## config.mk

```make
export PLATFORM = sky130hd
export DESIGN_NAME = four_band_peak_finder_flat
export DESIGN_NICKNAME = d
export VERILOG_FILES = /design/src/hw/rtl/fbpf_pkg.sv /design/src/hw/rtl/fbpf_sample_if.sv /design/src/hw/rtl/fbpf_result_if.sv /design/src/hw/rtl/fbpf_apb_regs.sv /design/src/hw/rtl/fbpf_ctrl.sv /design/src/hw/rtl/fbpf_dpath.sv /design/src/hw/rtl/four_band_peak_finder.sv /design/src/flat_wrapper.sv
export SDC_FILE = /design/constraint.sdc
export NUM_CORES = 1
export LEC_CHECK = 0
export ABC_AREA = 1
export BUFFER_PORTS_ARGS = -buffer_cell sky130_fd_sc_hd__buf_4
export CORE_ASPECT_RATIO = 1.5
export CORE_MARGIN = 1.5
export CORE_UTILIZATION = 35
export DETAILED_ROUTE_END_ITERATION = 7
export GPL_TIMING_DRIVEN = 0
export PLACE_DENSITY = 0.49
export SETUP_SLACK_MARGIN = 0.15
export SLEW_MARGIN = 5
export SYNTH_ARGS = -nofsm -noshare
export SYNTH_HDL_FRONTEND = slang
export SYNTH_SLANG_ARGS = --single-unit
```

## constraint.sdc

```tcl
create_clock -name clk_i -period 17.4 [get_ports clk_i]
set_input_delay 1.74 -clock clk_i [delete_from_list [all_inputs] [get_ports clk_i]]
set_output_delay 1.74 -clock clk_i [all_outputs]
set_load 0.01 [all_outputs]
```

## src/hw/rtl/fbpf_pkg.sv

```systemverilog
`timescale 1ns / 1ps

package fbpf_pkg;

  // APB configuration port
  localparam int PADDR_W   = 4;
  localparam int PDATA_W   = 32;
  localparam int REG_IDX_W = 2;

  localparam logic [REG_IDX_W-1:0] REG_EDGE_LOW  = 2'd0;
  localparam logic [REG_IDX_W-1:0] REG_EDGE_MID  = 2'd1;
  localparam logic [REG_IDX_W-1:0] REG_EDGE_HIGH = 2'd2;

  // Fixed field widths
  localparam int EDGE_W  = 16;
  localparam int FRAC_W  = 16;
  localparam int RATIO_W = 32;

  localparam int NUM_BANDS = 4;
  localparam int NUM_RATIOS = 3;

  localparam logic [1:0] BAND_0 = 2'd0;
  localparam logic [1:0] BAND_1 = 2'd1;
  localparam logic [1:0] BAND_2 = 2'd2;
  localparam logic [1:0] BAND_3 = 2'd3;

  typedef struct packed {
    logic [EDGE_W-1:0] low;
    logic [EDGE_W-1:0] mid;
    logic [EDGE_W-1:0] high;
  } fbpf_edges_t;

  // Controller to datapath commands
  typedef struct packed {
    logic search;    // ordinary sample, other than the first of a run, takes part in the peak search
    logic capture;   // last sample: snapshot peaks, clear bests, arm divider
    logic div_step;  // one restoring-division step on every ratio lane
    logic load_out;  // move finished result into the output register
  } fbpf_cmd_t;

endpackage

```

## src/hw/rtl/fbpf_sample_if.sv

```systemverilog
`timescale 1ns / 1ps

interface fbpf_sample_if import fbpf_pkg::*; #(
  parameter int SAMPLE_WIDTH = 16
);
  logic                    valid;
  logic                    ready;
  logic [SAMPLE_WIDTH-1:0] sample_x;
  logic [SAMPLE_WIDTH-1:0] sample_y;
  logic                    sample_last;

  modport source (output valid, output sample_x, output sample_y, output sample_last,
                  input ready);
  modport sink   (input valid, input sample_x, input sample_y, input sample_last,
                  output ready);
endinterface

```

## src/hw/rtl/fbpf_result_if.sv

```systemverilog
`timescale 1ns / 1ps

interface fbpf_result_if import fbpf_pkg::*; #(
  parameter int SAMPLE_WIDTH = 16
);
  logic                    valid;
  logic                    ready;
  logic [SAMPLE_WIDTH-1:0] peak_pos0;
  logic [SAMPLE_WIDTH-1:0] peak_pos1;
  logic [SAMPLE_WIDTH-1:0] peak_pos2;
  logic [SAMPLE_WIDTH-1:0] peak_pos3;
  logic [SAMPLE_WIDTH-1:0] peak_val0;
  logic [SAMPLE_WIDTH-1:0] peak_val1;
  logic [SAMPLE_WIDTH-1:0] peak_val2;
  logic [SAMPLE_WIDTH-1:0] peak_val3;
  logic [RATIO_W-1:0]      ratio_band0;
  logic [RATIO_W-1:0]      ratio_band1;
  logic [RATIO_W-1:0]      ratio_band3;
  logic                    ratio_invalid;

  modport source (output valid, output peak_pos0, output peak_pos1, output peak_pos2,
                  output peak_pos3, output peak_val0, output peak_val1, output peak_val2,
                  output peak_val3, output ratio_band0, output ratio_band1,
                  output ratio_band3, output ratio_invalid, input ready);
  modport sink   (input valid, input peak_pos0, input peak_pos1, input peak_pos2,
                  input peak_pos3, input peak_val0, input peak_val1, input peak_val2,
                  input peak_val3, input ratio_band0, input ratio_band1,
                  input ratio_band3, input ratio_invalid, output ready);
endinterface

```

## src/hw/rtl/fbpf_apb_regs.sv

```systemverilog
`timescale 1ns / 1ps

module fbpf_apb_regs import fbpf_pkg::*; (
  input  logic               clk_i,
  input  logic               rst_ni,
  input  logic               psel,
  input  logic               penable,
  input  logic               pwrite,
  input  logic [PADDR_W-1:0] paddr,
  input  logic [PDATA_W-1:0] pwdata,
  output logic [PDATA_W-1:0] prdata,
  output logic               pready,
  output fbpf_edges_t        edges_o
);

  fbpf_edges_t            edges_q;
  logic [REG_IDX_W-1:0]   reg_idx;
  logic                   wr_en;

  assign pready  = 1'b1;
  assign reg_idx = paddr[PADDR_W-1:2];
  assign wr_en   = psel && penable && pwrite;

  always_ff @(posedge clk_i or negedge rst_ni) begin
    if (!rst_ni) begin
      edges_q <= '0;
    end else if (wr_en) begin
      case (reg_idx)
        REG_EDGE_LOW:  edges_q.low  <= pwdata[EDGE_W-1:0];
        REG_EDGE_MID:  edges_q.mid  <= pwdata[EDGE_W-1:0];
        REG_EDGE_HIGH: edges_q.high <= pwdata[EDGE_W-1:0];
        default: ;
      endcase
    end
  end

  always_comb begin
    case (reg_idx)
      REG_EDGE_LOW:  prdata = PDATA_W'(edges_q.low);
      REG_EDGE_MID:  prdata = PDATA_W'(edges_q.mid);
      REG_EDGE_HIGH: prdata = PDATA_W'(edges_q.high);
      default:       prdata = '0;
    endcase
  end

  assign edges_o = edges_q;

endmodule

```

## src/hw/rtl/fbpf_ctrl.sv

```systemverilog
`timescale 1ns / 1ps

module fbpf_ctrl import fbpf_pkg::*; #(
  parameter int SAMPLE_WIDTH = 16
) (
  input  logic      clk_i,
  input  logic      rst_ni,
  input  logic      in_valid_i,
  input  logic      in_last_i,
  output logic      in_ready_o,
  output logic      out_valid_o,
  input  logic      out_ready_i,
  output fbpf_cmd_t cmd_o
);

  localparam int QW    = SAMPLE_WIDTH + FRAC_W;
  localparam int CNT_W = $clog2(QW);

  localparam logic [1:0] S_RUN  = 2'd0;
  localparam logic [1:0] S_DIV  = 2'd1;
  localparam logic [1:0] S_DONE = 2'd2;

  logic [1:0]       state_q, state_d;
  logic [CNT_W-1:0] cnt_q, cnt_d;
  logic             run_start_q, run_start_d;
  logic             out_valid_q, out_valid_d;
  logic             in_acc;
  fbpf_cmd_t        cmd;

  assign in_ready_o = (state_q == S_RUN);
  assign in_acc     = in_valid_i && in_ready_o;

  always_comb begin
    state_d     = state_q;
    cnt_d       = cnt_q;
    run_start_d = run_start_q;
    out_valid_d = out_valid_q;
    cmd         = '0;

    // drop the result flag once the sink takes it
    if (out_valid_q && out_ready_i) begin
      out_valid_d = 1'b0;
    end

    case (state_q)
      S_RUN: begin
        if (in_acc) begin
          run_start_d = in_last_i;
          if (in_last_i) begin
            cmd.capture = 1'b1;
            cnt_d       = CNT_W'(QW - 1);
            state_d     = S_DIV;
          end else begin
            cmd.search = !run_start_q;
          end
        end
      end
      S_DIV: begin
        cmd.div_step = 1'b1;
        cnt_d        = cnt_q - 1'b1;
        if (cnt_q == '0) begin
          state_d = S_DONE;
        end
      end
      S_DONE: begin
        // hold until the output register is free
        if (!out_valid_q || out_ready_i) begin
          cmd.load_out = 1'b1;
          out_valid_d  = 1'b1;
          state_d      = S_RUN;
        end
      end
      default: begin
        state_d = S_RUN;
      end
    endcase
  end

  always_ff @(posedge clk_i or negedge rst_ni) begin
    if (!rst_ni) begin
      state_q     <= S_RUN;
      cnt_q       <= '0;
      run_start_q <= 1'b1;
      out_valid_q <= 1'b0;
    end else begin
      state_q     <= state_d;
      cnt_q       <= cnt_d;
      run_start_q <= run_start_d;
      out_valid_q <= out_valid_d;
    end
  end

  assign out_valid_o = out_valid_q;
  assign cmd_o       = cmd;

`ifndef NO_ASSERTIONS
  a_capture_arms_div: assert property (@(posedge clk_i) disable iff (!rst_ni)
    cmd.capture |=> (state_q == S_DIV) && (cnt_q == CNT_W'(QW - 1)))
    else $error("division not armed after last sample");

  a_div_ends: assert property (@(posedge clk_i) disable iff (!rst_ni)
    (state_q == S_DIV) && (cnt_q == '0) |=> (state_q == S_DONE))
    else $error("division did not finish on its final step");

  a_no_overwrite: assert property (@(posedge clk_i) disable iff (!rst_ni)
    cmd.load_out |-> (!out_valid_q || out_ready_i))
    else $error("result register overwritten before transfer");

  a_cmd_exclusive: assert property (@(posedge clk_i) disable iff (!rst_ni)
    $onehot0({cmd.search, cmd.capture, cmd.div_step, cmd.load_out}))
    else $error("conflicting datapath commands");
`endif

endmodule

```

## src/hw/rtl/fbpf_dpath.sv

```systemverilog
`timescale 1ns / 1ps

module fbpf_dpath import fbpf_pkg::*; #(
  parameter int SAMPLE_WIDTH = 16
) (
  input  logic                    clk_i,
  input  logic                    rst_ni,
  input  fbpf_edges_t             edges_i,
  input  fbpf_cmd_t               cmd_i,
  input  logic [SAMPLE_WIDTH-1:0] sample_x_i,
  input  logic [SAMPLE_WIDTH-1:0] sample_y_i,
  output logic [SAMPLE_WIDTH-1:0] peak_pos_o [NUM_BANDS],
  output logic [SAMPLE_WIDTH-1:0] peak_val_o [NUM_BANDS],
  output logic [RATIO_W-1:0]      ratio_o [NUM_RATIOS],
  output logic                    ratio_invalid_o
);

  localparam int W  = SAMPLE_WIDTH;
  localparam int CW = (W > EDGE_W) ? W : EDGE_W;
  localparam int QW = W + FRAC_W;

  logic [W-1:0]       best_pos_q [NUM_BANDS];
  logic [W-1:0]       best_val_q [NUM_BANDS];
  logic [W-1:0]       snap_pos_q [NUM_BANDS];
  logic [W-1:0]       snap_val_q [NUM_BANDS];
  logic [QW-1:0]      dvd_q [NUM_RATIOS];
  logic [W-1:0]       rem_q [NUM_RATIOS];
  logic [RATIO_W-1:0] ratio_d [NUM_RATIOS];
  logic [W-1:0]       out_pos_q [NUM_BANDS];
  logic [W-1:0]       out_val_q [NUM_BANDS];
  logic [RATIO_W-1:0] out_ratio_q [NUM_RATIOS];
  logic               out_inv_q;

  logic [CW-1:0] x_ext;
  logic [1:0]    band;
  logic          wins;
  logic          den_zero;

  // priority band decode
  always_comb begin
    x_ext = CW'(sample_x_i);
    if (x_ext < CW'(edges_i.low)) begin
      band = BAND_0;
    end else if (x_ext < CW'(edges_i.mid)) begin
      band = BAND_1;
    end else if (x_ext < CW'(edges_i.high)) begin
      band = BAND_2;
    end else begin
      band = BAND_3;
    end
  end

  assign wins = sample_y_i > best_val_q[band];

  always_ff @(posedge clk_i or negedge rst_ni) begin
    if (!rst_ni) begin
      for (int k = 0; k < NUM_BANDS; k++) begin
        best_pos_q[k] <= '0;
        best_val_q[k] <= '0;
      end
    end else if (cmd_i.capture) begin
      for (int k = 0; k < NUM_BANDS; k++) begin
        best_pos_q[k] <= '0;
        best_val_q[k] <= '0;
      end
    end else if (cmd_i.search && wins) begin
      best_pos_q[band] <= sample_x_i;
      best_val_q[band] <= sample_y_i;
    end
  end

  always_ff @(posedge clk_i) begin
    if (cmd_i.capture) begin
      for (int k = 0; k < NUM_BANDS; k++) begin
        snap_pos_q[k] <= best_pos_q[k];
        snap_val_q[k] <= best_val_q[k];
      end
    end
  end

  assign den_zero = (snap_val_q[BAND_2] == '0);

  // Restoring divider lanes: bands 0, 1 and 3 over band 2, one quotient bit a step.
  // The dividend register shifts out numerator bits and shifts in quotient bits.
  for (genvar l = 0; l < NUM_RATIOS; l++) begin : g_lane
    localparam int B = (l == 2) ? 3 : l;
    logic [W:0]   trial;
    logic [W:0]   diff;
    logic         ge;

    assign trial = {rem_q[l], dvd_q[l][QW-1]};
    assign diff  = trial - {1'b0, snap_val_q[BAND_2]};
    assign ge    = trial >= {1'b0, snap_val_q[BAND_2]};

    always_ff @(posedge clk_i) begin
      if (cmd_i.capture) begin
        dvd_q[l] <= {best_val_q[B], FRAC_W'(0)};
        rem_q[l] <= '0;
      end else if (cmd_i.div_step) begin
        dvd_q[l] <= {dvd_q[l][QW-2:0], ge};
        rem_q[l] <= ge ? diff[W-1:0] : trial[W-1:0];
      end
    end

    if (QW > RATIO_W) begin : g_sat
      assign ratio_d[l] = (den_zero || (|dvd_q[l][QW-1:RATIO_W])) ? '1
                                                                  : dvd_q[l][RATIO_W-1:0];
    end else begin : g_fit
      assign ratio_d[l] = den_zero ? '1 : RATIO_W'(dvd_q[l]);
    end
  end

  always_ff @(posedge clk_i) begin
    if (cmd_i.load_out) begin
      for (int k = 0; k < NUM_BANDS; k++) begin
        out_pos_q[k] <= snap_pos_q[k];
        out_val_q[k] <= snap_val_q[k];
      end
      for (int j = 0; j < NUM_RATIOS; j++) begin
        out_ratio_q[j] <= ratio_d[j];
      end
      out_inv_q <= den_zero;
    end
  end

  assign peak_pos_o      = out_pos_q;
  assign peak_val_o      = out_val_q;
  assign ratio_o         = out_ratio_q;
  assign ratio_invalid_o = out_inv_q;

endmodule

```

## src/hw/rtl/four_band_peak_finder.sv

```systemverilog
`timescale 1ns / 1ps

// Channel    Dir  Handshake       Payload
// sample_i   in   valid / ready   sample_x, sample_y, sample_last
// result_o   out  valid / ready   peak_pos0..3, peak_val0..3, ratio_band0/1/3, ratio_invalid
// APB        in   psel / penable  band_edge_low, band_edge_mid, band_edge_high at 0x0/0x4/0x8
//
// An ordinary sample is taken every cycle while ready is high; one peak compare per sample.
// A last sample drops ready: the three restoring divider lanes, sharing band 2 as divisor,
// each produce one quotient bit per cycle, then the result is loaded into the output register.
// A result waiting in the output register does not block new samples, only the next
// completed run, which holds in the controller until the sink takes the previous one.
// Reset clears the bests, the edges and all handshake state; no clearing pass is needed.

module four_band_peak_finder import fbpf_pkg::*; #(
  parameter int SAMPLE_WIDTH = 16
) (
  input  logic               clk_i,
  input  logic               rst_ni,
  input  logic               psel,
  input  logic               penable,
  input  logic               pwrite,
  input  logic [PADDR_W-1:0] paddr,
  input  logic [PDATA_W-1:0] pwdata,
  output logic [PDATA_W-1:0] prdata,
  output logic               pready,
  fbpf_sample_if.sink        sample_i,
  fbpf_result_if.source      result_o
);

  fbpf_edges_t             edges;
  fbpf_cmd_t               cmd;
  logic [SAMPLE_WIDTH-1:0] peak_pos [NUM_BANDS];
  logic [SAMPLE_WIDTH-1:0] peak_val [NUM_BANDS];
  logic [RATIO_W-1:0]      ratio [NUM_RATIOS];
  logic                    ratio_invalid;

  fbpf_apb_regs u_regs (
    .clk_i   (clk_i),
    .rst_ni  (rst_ni),
    .psel    (psel),
    .penable (penable),
    .pwrite  (pwrite),
    .paddr   (paddr),
    .pwdata  (pwdata),
    .prdata  (prdata),
    .pready  (pready),
    .edges_o (edges)
  );

  fbpf_ctrl #(
    .SAMPLE_WIDTH (SAMPLE_WIDTH)
  ) u_ctrl (
    .clk_i       (clk_i),
    .rst_ni      (rst_ni),
    .in_valid_i  (sample_i.valid),
    .in_last_i   (sample_i.sample_last),
    .in_ready_o  (sample_i.ready),
    .out_valid_o (result_o.valid),
    .out_ready_i (result_o.ready),
    .cmd_o       (cmd)
  );

  fbpf_dpath #(
    .SAMPLE_WIDTH (SAMPLE_WIDTH)
  ) u_dpath (
    .clk_i           (clk_i),
    .rst_ni          (rst_ni),
    .edges_i         (edges),
    .cmd_i           (cmd),
    .sample_x_i      (sample_i.sample_x),
    .sample_y_i      (sample_i.sample_y),
    .peak_pos_o      (peak_pos),
    .peak_val_o      (peak_val),
    .ratio_o         (ratio),
    .ratio_invalid_o (ratio_invalid)
  );

  assign result_o.peak_pos0     = peak_pos[0];
  assign result_o.peak_pos1     = peak_pos[1];
  assign result_o.peak_pos2     = peak_pos[2];
  assign result_o.peak_pos3     = peak_pos[3];
  assign result_o.peak_val0     = peak_val[0];
  assign result_o.peak_val1     = peak_val[1];
  assign result_o.peak_val2     = peak_val[2];
  assign result_o.peak_val3     = peak_val[3];
  assign result_o.ratio_band0   = ratio[0];
  assign result_o.ratio_band1   = ratio[1];
  assign result_o.ratio_band3   = ratio[2];
  assign result_o.ratio_invalid = ratio_invalid;

endmodule
```

## src/flat_wrapper.sv

```systemverilog
// flat-port wrapper written by rule: the top's interface ports become plain ports
module four_band_peak_finder_flat import fbpf_pkg::*;
#(
  parameter int SAMPLE_WIDTH = 16
)
  (clk_i, rst_ni, psel, penable, pwrite, paddr, pwdata, prdata, pready, sample_i_valid, sample_i_sample_x, sample_i_sample_y, sample_i_sample_last, sample_i_ready, result_o_valid, result_o_peak_pos0, result_o_peak_pos1, result_o_peak_pos2, result_o_peak_pos3, result_o_peak_val0, result_o_peak_val1, result_o_peak_val2, result_o_peak_val3, result_o_ratio_band0, result_o_ratio_band1, result_o_ratio_band3, result_o_ratio_invalid, result_o_ready);
  fbpf_sample_if #(.SAMPLE_WIDTH(SAMPLE_WIDTH)) sample_i_i ();
  fbpf_result_if #(.SAMPLE_WIDTH(SAMPLE_WIDTH)) result_o_i ();
  input  logic clk_i;
  input  logic rst_ni;
  input  logic psel;
  input  logic penable;
  input  logic pwrite;
  input  logic [PADDR_W-1:0] paddr;
  input  logic [PDATA_W-1:0] pwdata;
  output logic [PDATA_W-1:0] prdata;
  output logic pready;
  input wire logic [$bits(sample_i_i.valid)-1:0] sample_i_valid;
  input wire logic [$bits(sample_i_i.sample_x)-1:0] sample_i_sample_x;
  input wire logic [$bits(sample_i_i.sample_y)-1:0] sample_i_sample_y;
  input wire logic [$bits(sample_i_i.sample_last)-1:0] sample_i_sample_last;
  output wire logic [$bits(sample_i_i.ready)-1:0] sample_i_ready;
  output wire logic [$bits(result_o_i.valid)-1:0] result_o_valid;
  output wire logic [$bits(result_o_i.peak_pos0)-1:0] result_o_peak_pos0;
  output wire logic [$bits(result_o_i.peak_pos1)-1:0] result_o_peak_pos1;
  output wire logic [$bits(result_o_i.peak_pos2)-1:0] result_o_peak_pos2;
  output wire logic [$bits(result_o_i.peak_pos3)-1:0] result_o_peak_pos3;
  output wire logic [$bits(result_o_i.peak_val0)-1:0] result_o_peak_val0;
  output wire logic [$bits(result_o_i.peak_val1)-1:0] result_o_peak_val1;
  output wire logic [$bits(result_o_i.peak_val2)-1:0] result_o_peak_val2;
  output wire logic [$bits(result_o_i.peak_val3)-1:0] result_o_peak_val3;
  output wire logic [$bits(result_o_i.ratio_band0)-1:0] result_o_ratio_band0;
  output wire logic [$bits(result_o_i.ratio_band1)-1:0] result_o_ratio_band1;
  output wire logic [$bits(result_o_i.ratio_band3)-1:0] result_o_ratio_band3;
  output wire logic [$bits(result_o_i.ratio_invalid)-1:0] result_o_ratio_invalid;
  input wire logic [$bits(result_o_i.ready)-1:0] result_o_ready;
  assign sample_i_i.valid = sample_i_valid;
  assign sample_i_i.sample_x = sample_i_sample_x;
  assign sample_i_i.sample_y = sample_i_sample_y;
  assign sample_i_i.sample_last = sample_i_sample_last;
  assign sample_i_ready = sample_i_i.ready;
  assign result_o_valid = result_o_i.valid;
  assign result_o_peak_pos0 = result_o_i.peak_pos0;
  assign result_o_peak_pos1 = result_o_i.peak_pos1;
  assign result_o_peak_pos2 = result_o_i.peak_pos2;
  assign result_o_peak_pos3 = result_o_i.peak_pos3;
  assign result_o_peak_val0 = result_o_i.peak_val0;
  assign result_o_peak_val1 = result_o_i.peak_val1;
  assign result_o_peak_val2 = result_o_i.peak_val2;
  assign result_o_peak_val3 = result_o_i.peak_val3;
  assign result_o_ratio_band0 = result_o_i.ratio_band0;
  assign result_o_ratio_band1 = result_o_i.ratio_band1;
  assign result_o_ratio_band3 = result_o_i.ratio_band3;
  assign result_o_ratio_invalid = result_o_i.ratio_invalid;
  assign result_o_i.ready = result_o_ready;
  four_band_peak_finder #(.SAMPLE_WIDTH(SAMPLE_WIDTH)) u_core (.clk_i(clk_i), .rst_ni(rst_ni), .psel(psel), .penable(penable), .pwrite(pwrite), .paddr(paddr), .pwdata(pwdata), .prdata(prdata), .pready(pready), .sample_i(sample_i_i), .result_o(result_o_i));
endmodule
```

# After elaboration in Yosys (flattened, before gate mapping)

Memories as Yosys holds them, arrays and structs flattened. A register that Yosys moved wholly into a read port is not among the register bits.
Index checks and enable logic that the tools add are counted.

Flip-flop bits (word level): 282
Latch bits: 0
Bits in writable memories: 272
Bits in read-only memories: 0
Input bits: 76
Output and inout bits: 260
Memories kept: 4

Memory list:

| name                      | depth | bits a word | read ports | clocked after Yosys merged registers in | write ports | RTL line         | RTL |
|---|---|---|---|---|---|---|---|
| u_core.u_dpath.dvd_q      | 3     | 32          | 3          | 0                                       | 3           | fbpf_dpath.sv:26 | `logic [QW-1:0] dvd_q [NUM_RATIOS];` |
| u_core.u_dpath.snap_pos_q | 4     | 16          | 4          | 4                                       | 4           | fbpf_dpath.sv:24 | `logic [W-1:0] snap_pos_q [NUM_BANDS];` |
| u_core.u_dpath.snap_val_q | 4     | 16          | 5          | 4                                       | 4           | fbpf_dpath.sv:25 | `logic [W-1:0] snap_val_q [NUM_BANDS];` |
| u_core.u_dpath.rem_q      | 3     | 16          | 3          | 0                                       | 3           | fbpf_dpath.sv:27 | `logic [W-1:0] rem_q [NUM_RATIOS];` |

Add/sub/neg operators: 4
Multipliers: 0
Div/mod/pow operators: 0
$lt $le $gt $ge: 9
Equality and inequality tests: 8
Shift-type cells: 0
Mux-type cells: 47
Bitwise logic cells: 7
Reduce and logical (&&, ||, !) cells: 21

Operators with widths:

| cell                                                 | number |
|---|---|
| 2-to-1 mux 64 bit                                    | 4 |
| 2-to-1 mux 16 bit                                    | 9 |
| bitwise mux 64 bit                                   | 2 |
| 2-to-1 mux 32 bit                                    | 3 |
| >= comparator 17 x 16 -> 1 bit                       | 3 |
| less-than comparator 16 bit                          | 3 |
| case mux 16 bit (3 select lines)                     | 1 |
| subtractor 16 bit                                    | 3 |
| binary-select mux 16 bit (select 2 bit)              | 1 |
| demux 16 bit (select 2 bit)                          | 1 |
| > comparator 16 bit                                  | 1 |
| zero test 16 bit                                     | 1 |
| 2-to-1 mux 2 bit                                     | 8 |
| 2-to-1 mux 1 bit                                     | 14 |
| 2-to-1 mux 5 bit                                     | 2 |
| case mux 5 bit (2 select lines)                      | 1 |
| AND reduction 2 bit                                  | 4 |
| logical AND 1 bit                                    | 6 |
| != test 2 bit (second input constant)                | 3 |
| OR 1 bit                                             | 6 |
| case mux 2 bit (3 select lines)                      | 1 |
| zero test 5 bit                                      | 1 |
| subtractor 5 x 1 -> 5 bit (second input constant)    | 1 |
| equality test 2 x 1 -> 1 bit (second input constant) | 2 |
| other kinds (11)                                     | 15 |

# Longest topological paths before layout

Depth in word-level cells: 12
Gate-level depth with buffers: 31
Gate-level depth less buffers: 30

# Hierarchy

From an unflattened synthesis, not the netlist that was laid out.

Cells, all modules: 2722
Area total of the unflattened synthesis: 29674.7 um^2

By module, submodules not included:

| module        | times used | cells each | area each (um^2) | seq. area each (um^2) |
|---|---|---|---|---|
| fbpf_dpath    | 1          | 2358       | 26788.2          | 18127.4 |
| fbpf_apb_regs | 1          | 302        | 2406.1           | 1201.2 |
| fbpf_ctrl     | 1          | 62         | 480.5            | 226.5 |

# Worst setup path before layout

No wires, ideal clock.

Path type: input -> register
Start: input port result_o_ready
End: register u_core.u_dpath.out_pos_q (netlist bit result_o_peak_pos0[0]), read port of u_core.u_dpath.snap_pos_q (enable)
Data arrival time: 11.227 ns
Setup slack: 5.351 ns
Stages on the path: 2
Buffers on the path: 0
Cell sequence: nor2_1 -> nor2_1

RTL lines:

| element            | RTL line           | RTL |
|---|---|---|
| start: declaration | flat_wrapper.sv:36 | `input wire logic [$bits(result_o_i.ready)-1:0] result_o_ready;` |
| end: declaration   | fbpf_dpath.sv:29   | `logic [W-1:0] out_pos_q [NUM_BANDS];` |

# Final worst setup path

Start: input port sample_i_sample_x[14]
End: register u_core.u_dpath.best_pos_q[46] (netlist bit)

Word-level cells in the longest chain between the ends: 12
Elaborated cells between the ends (all ways): 21
Classes of those cells: order compare (6); mux (11); bitwise (1); reduce/logical (3)

Ends and longest elaborated chain:

| element                                                                              | RTL line           | RTL |
|---|---|---|
| start: declaration                                                                   | flat_wrapper.sv:19 | `input wire logic [$bits(sample_i_i.sample_x)-1:0] sample_i_sample_x;` |
| parallel branches: the longest is 12 deep, another holds less-than comparator 16 bit | -                  |  |
| end signal: indexed assignment                                                       | fbpf_dpath.sv:67   | `best_pos_q[band] <= sample_x_i;` |
| end: declaration                                                                     | fbpf_dpath.sv:22   | `logic [W-1:0] best_pos_q [NUM_BANDS];` |

Parallel ways; which one is timed is not known. The select of a mux whose other input is x is not followed.
A chain may end at the register's enable or synchronous reset.

==> impl_metrics.yaml <==
clock_network:
  cts_resized: 0
  root_buffer: "clkbuf_16"
  post-cts-setup-buffers: 0
  hold_buffers: 0
  clkLatencyLatePin_ps: 620
  cts.path.max_buffers: 3
  tritoncts: "done"
  numCtsBuffers: 70
  cts.sinks: 682
  htree_num_levels: 3
  clkTransAtPathRegs_ps: 70
sta:
  fmax_ghz: 0.186
  worst_clock_skew_ps: 20.4
  setup_viol: 0
  fin_crit_ps: 5380
  slew_violations: 0
  final_hold_viol_count: 0
  period_share_pct: 30.9
  rsz0062_at_grt: "false"
  worst_slew_pin_slew_ps: 882
  finalSetupTns_ps: 0
  relSlewSlack_pct: 41.2
layout:
  fill_cells: 7932
  final-seq-area_sq_mm: 0.0196
  syn_to_final_growth_pct: 21.7
  layout.cells.most_common: "nand2_1"
  final_nets: 3182
  final_cell_mix: "nand2_1, edfxtp_1, buf_4"
  layout-drive-gt1-share_pct: 17.8
  n_antenna_cell: 0
  postLayoutCoreUtil_pct: 43.1
  multi_input_area_sq_mm: 0.00810
  fin_area_sq_mm: 0.0356
critical_path:
  crit_buf_inv: 6
  slowest_delay_ps: 400
  path_cells: "buf_4 > ha_1 > nand2_1 > inv_1 > nand3_1 > nor3_1 > nand2_1 > nand2_4 > clkbuf_1 > o21ai_0 > inv_1 > nand3_1 > ha_1 > nand2_1 > nor2_1 > nand4_1 > clkinv_1 > nand2_1 > a21oi_4 > nand3_1 > buf_2 > nand3_1 > nand2_1"
  reg2reg_slack_ps: 12850
  path_common_cell: "nand2_1"
  path_depth: 23
  endpoint_kind: "flop"
  worstSetupPathType: "in2reg"
  startpoint: "sample_i_sample_x[14]"
  cp_top_family: "simple AND/OR/NAND/NOR gates"
  cp_data_arrival_time_ps: 5860
  cp_max_fo: 10
  critPathSlowestCell: "clkbuf_1"
  r2r-end: "u_core.u_dpath.best_pos_q[46]$_DFFE_PN0P_"
  startpoint_type: "input port"
  timing.rr.start: "u_core.u_regs.edges_o[47]$_DFFE_PN0P_"
  reg2reg_depth: 23
  crit_required_ps: 17890
place:
  hpwlAfterDp_mm: 69.5
  dpl_cell_area_sq_mm: 0.0333
  port_buffers: 300
  gp_congestion: 0.933
yosys:
  netlist_instances: 2594
  syn_area_sq_mm: 0.0293
  synthArstFlopShare_pct: 27.1
  synth_edf_count: 497
  yosys_warnings: 0
  yosysSeqAreaShare_pct: 66.8
  synth_cell_types: 46
  avgSynthCellArea_sq_um: 11.3
  synth-seq-cells: 682
  synth-main-ff-cell: "edfxtp_1"
grt:
  overflow: 0
  antenna_found_initial: 1
  gr-usage-all-layers_pct: 21.3
  grt_pass1_vias: 20933
  grt_max_degree: 107
  grt_pass1_wl_mm: 133
floorplanning:
  rows: 129
  die_x_um: 239
  ioPinCount: 336
  die_y_um: 357
  initial_core_util_pct: 35.4
  dieArea_sq_mm: 0.0854
  core_sq_mm: 0.0826
worst_hold_path:
  hold_path_class: "reg2reg"
  min_to: "result_o_peak_pos1[14]$_DFFE_PP_"
  hold_start: "u_core.u_dpath.snap_pos_q[1][14]$_DFFE_PP_"
  min_path_cells: 0
flow_run:
  maxCapViolCount: 0
run_status:
  status: "completed"
drt:
  avgRoutedWirePerCell_um: 21.9
  vias_per_cell: 4.87
  dr.first_iter.drc_count: 1305
  drc: 0
  route.vias.total: 20257
  drtPass1Iterations: 5
  drtAntennaViolNets: 0
  wl_mm: 91.0
power:
  power.leakage_uw: 0.0155
  ir_drop_v: 0.0000813
  power_per_cell_area_mw_per_mm2: 164
## cell usage after synthesis, drive strengths merged (2+ instances only)
| library cell | count | area share [%] |
|---|---|---|
| nand2 | 560 | 7.3 |
| edfxtp | 497 | 51 |
| inv | 281 | 3.6 |
| o21ai | 210 | 3.6 |
| dfrtp | 184 | 16 |
| nand3 | 173 | 3.0 |
| nor2 | 123 | 1.6 |
| a21oi | 120 | 2.1 |
| ha | 111 | 4.7 |
| buf | 68 | 1.4 |
| clkbuf | 56 | 0.72 |
| or2 | 49 | 1.0 |
| nand4 | 40 | 0.88 |
| xnor2 | 26 | 0.78 |
| o22ai | 16 | 0.34 |
| nor3 | 15 | 0.26 |
| o221ai | 15 | 0.45 |
| xor2 | 15 | 0.45 |
| a21o | 7 | 0.18 |
| nor4 | 5 | 0.11 |
| a21boi | 4 | 0.10 |
| fa | 3 | 0.21 |
| o21a | 3 | 0.077 |
| a31oi | 2 | 0.043 |
| clkinv | 2 | 0.026 |
| conb | 2 | 0.026 |
| o21bai | 2 | 0.051 |
## layer usage
layer  track usage, %  vias to the layer above  wire (um)
met5                0                        -         13
met1             23.1                     9923      33200
li1                 -                     9605          -
met3             4.25                      149       5170
met2             40.5                      578      49600
met4             7.86                        2       2950
## stage by stage
step	setup WS, ps	total power [uW]	hold slack [ps]	instances
after global placement	570	4320	405	4022
after floorplan	5350	3670	400	2609
after global routing	11800	6220	424	4156
after detailed placement	11380	4320	405	4033
after CTS	12040	5920	410	4156
final	12020	5860	411	4156
## registers in the layout, indices dropped and copies added (netlist names), 48 cells and up
name / cells
u_core.u_dpath.snap_pos_q: 64
u_core.u_dpath.snap_val_q: 64
u_core.u_dpath.rem_q: 48
u_core.u_dpath.dvd_q: 96
u_core.u_dpath.ratio_o: 96
u_core.u_dpath.best_pos_q: 64
u_core.u_dpath.best_val_q: 64
u_core.u_regs.edges_o: 48
## worst max-delay path by stage
stage / end / slack [ps]
detailed placement: u_core.u_dpath.best_pos_q[17]$_DFFE_PN0P_ / 11380
global placement: u_core.u_dpath.ratio_o[60]$_SDFFCE_PP1P_ / 570
finish: u_core.u_dpath.best_pos_q[46]$_DFFE_PN0P_ / 12020
global route: u_core.u_dpath.best_val_q[45]$_DFFE_PN0P_ / 11800
floorplan: result_o_peak_pos0[0]$_DFFE_PP_ / 5350
CTS: u_core.u_dpath.best_pos_q[46]$_DFFE_PN0P_ / 12040
## where the power goes
part           internal [uW]  switching, uW
combinational            593           1150
clock                    934            647
sequential              2300            234
## cell type report
| type | count | area share [%] |
|---|---|---|
| flip-flops and latches | 682 | 54.9 |
| multi-input cells | 1520 | 22.7 |
| inverters | 283 | 3.02 |
| clock inverters | 35 | 1.27 |
| clock buffers | 88 | 5.40 |
| repair buffers | 311 | 7.06 |
| plain buffers | 124 | 1.74 |
| well taps | 1113 | 3.91 |
## cells by family (layout without fill, tap and decap cells)
logic type,after synthesis,after routing,synth area share [%]
xor+xnor,41,41,1.23
compound gates,381,381,7.03
fa+ha+maj,114,114,4.95
flops,682,682,66.8
simple gates,967,967,14.2
buf+inv,407,841,5.75
other cells,2,17,0.0257
Note: power is estimated with default switching activity, not from simulation.
